[src/sv/tds_pkg.sv]
// tds_pkg: shared types, codes and helpers of the task dependency scoreboard
// no dependencies
`default_nettype none
package tds_pkg;

	localparam int NUM_TASKS = 32;
	localparam int TASK_W    = 5;
	localparam int CNT_W     = 6;
	localparam int INST_W    = 8;
	localparam int PEND_W    = 13;

	localparam logic [2:0] OP_DEFINE   = 3'd0;
	localparam logic [2:0] OP_ADD_DEP  = 3'd1;
	localparam logic [2:0] OP_BUILD    = 3'd2;
	localparam logic [2:0] OP_COMPLETE = 3'd3;
	localparam logic [2:0] OP_QUERY    = 3'd4;

	localparam logic [1:0] STS_OK    = 2'd0;
	localparam logic [1:0] STS_READY = 2'd1;
	localparam logic [1:0] STS_CYCLE = 2'd2;
	localparam logic [1:0] STS_NONE  = 2'd3;

	localparam logic [1:0] MARK_NEW  = 2'd0;
	localparam logic [1:0] MARK_OPEN = 2'd1;
	localparam logic [1:0] MARK_DONE = 2'd2;

	typedef logic [NUM_TASKS-1:0] task_vec_t;

	typedef struct packed {
		logic              found;
		logic [TASK_W-1:0] idx;
	} first_set_t;

	typedef struct packed {
		logic              sum_clear;
		logic              sum_add;
		logic              dec;
		logic              rel_clear;
		logic              rel_set;
		logic [TASK_W-1:0] rel_idx;
		logic              inst_wr;
		logic [TASK_W-1:0] inst_idx;
		logic              inst_nz;
	} lane_ctl_t;

	function automatic first_set_t first_set(input task_vec_t v);
		first_set_t r;
		r.found = 1'b0;
		r.idx   = '0;
		for (int i = NUM_TASKS - 1; i >= 0; i--) begin
			if (v[i]) begin
				r.found = 1'b1;
				r.idx   = TASK_W'(i);
			end
		end
		return r;
	endfunction

endpackage
`default_nettype wire

[src/sv/tds_lanes.sv]
// tds_lanes: per-task pending counts, released flags and instance flags
// depends on tds_pkg
`default_nettype none
module tds_lanes (
	input  wire logic                          clk,
	input  wire logic                          arst_n,
	input  wire tds_pkg::lane_ctl_t            ctl,
	input  wire tds_pkg::task_vec_t            col,
	input  wire logic [tds_pkg::INST_W-1:0]    exec_val,
	output tds_pkg::task_vec_t                 ready
);

	logic [tds_pkg::PEND_W-1:0] pending_q [tds_pkg::NUM_TASKS];
	tds_pkg::task_vec_t         released_q;
	tds_pkg::task_vec_t         has_inst_q;

	always_ff @(posedge clk or negedge arst_n) begin
		if (!arst_n) begin
			for (int i = 0; i < tds_pkg::NUM_TASKS; i++) begin
				pending_q[i] <= '0;
			end
			released_q <= '0;
			has_inst_q <= '0;
		end else begin
			for (int i = 0; i < tds_pkg::NUM_TASKS; i++) begin
				if (ctl.sum_clear) begin
					pending_q[i] <= '0;
				end else if (ctl.sum_add && col[i]) begin
					pending_q[i] <= pending_q[i] +
						{{(tds_pkg::PEND_W-tds_pkg::INST_W){1'b0}}, exec_val};
				end else if (ctl.dec && col[i] && pending_q[i] != '0) begin
					pending_q[i] <= pending_q[i] - tds_pkg::PEND_W'(1);
				end
			end
			if (ctl.rel_clear) begin
				released_q <= '0;
			end else if (ctl.rel_set) begin
				released_q[ctl.rel_idx] <= 1'b1;
			end
			if (ctl.inst_wr) begin
				has_inst_q[ctl.inst_idx] <= ctl.inst_nz;
			end
		end
	end

	always_comb begin
		for (int i = 0; i < tds_pkg::NUM_TASKS; i++) begin
			ready[i] = !released_q[i] && pending_q[i] == '0 && has_inst_q[i];
		end
	end

endmodule
`default_nettype wire
[config.mk]
export PLATFORM = sky130hd
export DESIGN_NAME = tds_lanes
export DESIGN_NICKNAME = d
export VERILOG_FILES = /design/src/sv/tds_pkg.sv /design/src/sv/tds_lanes.sv
export SDC_FILE = /design/constraint.sdc
export NUM_CORES = 2
export LEC_CHECK = 0
export BUFFER_PORTS_ARGS = -buffer_cell sky130_fd_sc_hd__buf_2
export CAP_MARGIN = 10
export CORE_MARGIN = 3
export CORE_UTILIZATION = 45
export CTS_CLUSTER_DIAMETER = 30
export DETAILED_ROUTE_END_ITERATION = 8
export PLACE_DENSITY_LB_ADDON = 0.3
export SYNTH_ARGS = -nofsm -noshare
export SYNTH_HDL_FRONTEND = slang
export SYNTH_SLANG_ARGS = --single-unit
[constraint.sdc]
create_clock -name clk -period 5.7 [get_ports clk]
set_clock_uncertainty 0.2 [all_clocks]
set_input_delay 0.855 -clock clk [delete_from_list [all_inputs] [get_ports clk]]
set_output_delay 0.855 -clock clk [all_outputs]
set_load 0.02 [all_outputs]
==> results.txt <==
The minimum period implied by the final worst setup slack came out at between 4 and 5 ns. The placed wire-length estimate is 69500 µm. The data arrival time at the worst-slack endpoint is 4.43 ns. The compound-gate portion of the synthesized area is between 20% and 30%. The initial detailed-routing violation count is roughly 2300. The share of the clock period used by the worst path is 71.6%.

The ratio of total power to cell area is between 500 and 600 mW/mm². The flow ran to the end, and the final reports show no timing, DRC or antenna violations. The number of cells produced by synthesis came out at 4356.

The largest individual stage delay along the critical path comes from the cell buf_4. The detail-routed via count per cell is 5.85. The total die area came out at 0.0888 mm².

Summing all multi-input logic gate instances after layout gives 0.0254 mm². The total area inside the core boundary comes to 0.0841 mm². The number of max-cap violations came out at 0. In the layout the commonest cells are dfrtp_1 (480), ha_1 (384), nand2_1 (374), nor2_1 (360), a21oi_1 (332). The clock latency on the worst-skew pair came out at 0.69 ns. The number of H-tree levels is 3. The number of endpoints failing setup at the final stage came out at 0. The number of nets in the layout is about 5000. In the synthesized netlist the dominant register cell turns out to be dfrtp_1.

The number of antenna violations at the first check in global routing came to 6. During synthesis, Yosys emitted a total of 0 warnings. Input and output buffers added on the ports amount to 90. The mean routed wirelength per cell came out at around 18 µm. For this run, asynchronously set or reset flops after synthesis account for between 90% and 100%. On the critical path the largest part of the delay comes from simple AND/OR/NAND/NOR gates. At the pin with the least slew margin, the transition time is approximately 1.2 ns.

The number of CTS-inserted buffers came out at ~120. The element type at the critical path start is an input pin. The final-layout fill cell count is 7772. The sequential cell area in the final layout is about 0.012 mm². In this run the count of I/O pins placed on the die edge is 91. The hold violation count in the final report is 0. Before antenna repair, the detailed router went through 5 iterations. The path type of the worst setup path is in2reg.

The multiplexer share of the synthesized area came out at 3.66%. The worst-case headroom to the max-slew limit came out at 21.8%. The total number of placement rows came out at 106. The most frequent standard cell in the layout excluding fill and tap cells is dfrtp_1.

The path class of the tightest hold or removal check is reg2reg. The maximum frequency from static timing analysis is 245 MHz. The final number of max-transition violations came out at 0. From left edge to right edge, the die measures between 200 and 300 µm.

The layout overhead on the synthesized area is 15.0%. Yosys attributes the largest share of cell area to dfrtp_1 (31%), ha_1 (13%), xnor2_1 (4.4%). Clock-pin slew was measured on the worst setup and hold paths at 0.05 ns. The count of distinct cell types in the synthesized netlist came out at 77.

The floorplan step set the die height to 298 µm. The weighted congestion reported at the end of routability-driven placement is 0.894. The aggregate global routing overflow is 0. The area share of and/or/nand/nor cells after synthesis is 21.0%.

The number of remaining DRC errors is 0. The signal on the critical path passes through buf_4 -> nand2_1 -> or2_2 -> ha_1 -> fa_1 -> a211o_1 -> a21o_1 -> a31o_1 -> o31a_1 -> o21ai_2 -> or3b_1. The via count is 33200. The post-layout worst setup margin is approximately 1.6 ns.

The global-route wire length before repair is about 170000 µm. The combined area of all synthesized cells came out at 0.0384 mm². The number of nets still failing antenna checks after routing is 0. The final setup TNS came out at 0 ns. The clock tree buffer depth came out at 3. The portion of the post-synthesis area used by sequential elements came out at 31.3%. The highest fanout seen on the critical path is 37.

The clock drives 480 sinks. STA puts the critical path data required time at 6.05 ns. Setup repair after global routing left no endpoint under its margin. Summed over all cells, the static leakage comes to a little under 0.02 µW.

Once the floorplan was initialized, standard cells occupied about 46% of the core. The fraction of final layout cells with drive strength greater than 1 came out at 11.8%. Summed over all instances, the cell type with the most area after synthesis is dfrtp_1. After detailed routing, the total wire length is about 100000 µm. The synthesized-area fraction occupied by adder cells is approximately 14%. The pin count of the biggest net entering global routing is 135. The area share of the largest cell type after synthesis came out at 31.3%. The worst slack after detailed placement came out at 0.954 ns. By area, the combinational part of the netlist is dominated by compound AO/OA/AOI/OAI gates. The maximum resistive drop on vdd came out at ~0.28 mV. Of the total synthesized cell area, the portion taken by XOR and XNOR cells is 5.73%.

The number of buffers added for setup after CTS is 0. The clock tree from TritonCTS is yes. The worst setup path is captured at a flop. Across every metal layer, demand over resource in global routing totals 22.4%. In this run the register-to-register setup slack is 2.63 ns. The peak per-stage delay on the critical path came out at 0.49 ns. Counting flops and latches in the post-synthesis netlist gives 480. The mean post-synth cell area is 8.80 µm².

The number of enable-type register cells in the synthesized netlist is 0. The via count of the first global-routing pass came out at 31600. The number of buffers and inverters on the critical path came out at 1. The tree is rooted in a clkbuf_16. The synthesized netlist net count is 4831.
==> synth_stat cells (52+ instances only) <==
library cell	instances
a211oi_1	113
a21o_1	99
a21oi_1	332
a22o_1	74
clkbuf_1	115
dfrtp_1	480
ha_1	384
inv_1	75
mux2i_1	101
nand2_1	374
nand2b_1	197
nand4_1	52
nor2_1	360
nor3_1	142
nor3b_1	62
nor4_1	90
o21ai_0	226
o21bai_1	52
or2_2	96
xnor2_1	193
xor2_1	58
==> sequential cells by signal, summed over array words and instances (netlist names) <==
name and flops:
released_q 32, pending_q 416, has_inst_q 32
==> metal layers <==
| layer | global-route usage (%) | wire length [µm] | vias up | share of wire, % |
|---|---|---|---|---|
| met5 | 0 | 13 | - | 0.013 |
| met4 | 6.30 | 2490 | 2 | 2.4 |
| met3 | 3.63 | 4930 | 157 | 4.8 |
| met2 | 36.6 | 46800 | 652 | 46 |
| met1 | 30.7 | 47500 | 16000 | 47 |
| li1 | - | - | 16300 | - |
==> worst min-delay path, stage by stage, from the launching register on <==
cell and delay (ns):
dfrtp_1 0.34, a21oi_1 0.04, nor2_1 0.07
==> through the flow <==
stage / cell area (µm²) / util [%] / hold WS (ns) / instances / total power (µW)
2_1_floorplan: 38400 / - / 0.264 / 4356 / 14000
3_3_place_gp: 40000 / 47.5 / 0.278 / 5449 / 16100
3_5_place_dp: 40000 / 47.5 / 0.285 / 5449 / 16200
4_1_cts: 44100 / 52.4 / 0.297 / 5670 / 23200
5_1_grt: 44100 / 52.4 / 0.304 / 5670 / 25000
6_report: 44100 / 52.4 / 0.292 / 5673 / 23100
==> report_power, final <==
part	leakage [µW]	internal (µW)	switching, µW
Clock	0.00198	4520	2280
Combinational	0.0112	5020	5960
Sequential	0.00631	4420	940
Total	0.0195	14000	9180
==> final timing paths <==
check / from / end / cells past startpoint
worst min-delay path: released_q[2] / released_q[2] / 2
min in group asynchronous: arst_n / pending_q[82] / 2
max in group asynchronous: arst_n / pending_q[31] / 3
worst min register to register: released_q[2] / released_q[2] / 2
worst max register to register: pending_q[196] / pending_q[206] / 6
worst max-delay path: ctl[15] / pending_q[25] / 11
==> layout make-up <==
cell class                 instances  share of cell area, %
multi-input combinational       3624                   57.5
timing repair buffer             136                   1.97
inverter                          76                  0.647
antenna                            3                 0.0170
sequential                       480                   27.2
tap                             1134                   3.22
clock inverter                    83                   2.21
clock buffer                     137                   7.15
==> logic make-up after synthesis <==
| logic type | Yosys count |
|---|---|
| AO/OA/AOI/OAI | 1238 |
| XOR/XNOR | 251 |
| adder cells (fa/ha/maj) | 416 |
| buffers and inverters | 252 |
| flip-flops | 480 |
| multiplexers | 136 |
| AND/OR/NAND/NOR | 1583 |
==> what timing repair did <==
action / CTS / global route
hold buffers: 1 / 0
endpoints found under the hold margin: 7 / 0
gates resized for setup: 0 / 0
No activity file was read; power rests on OpenSTA's default activity.
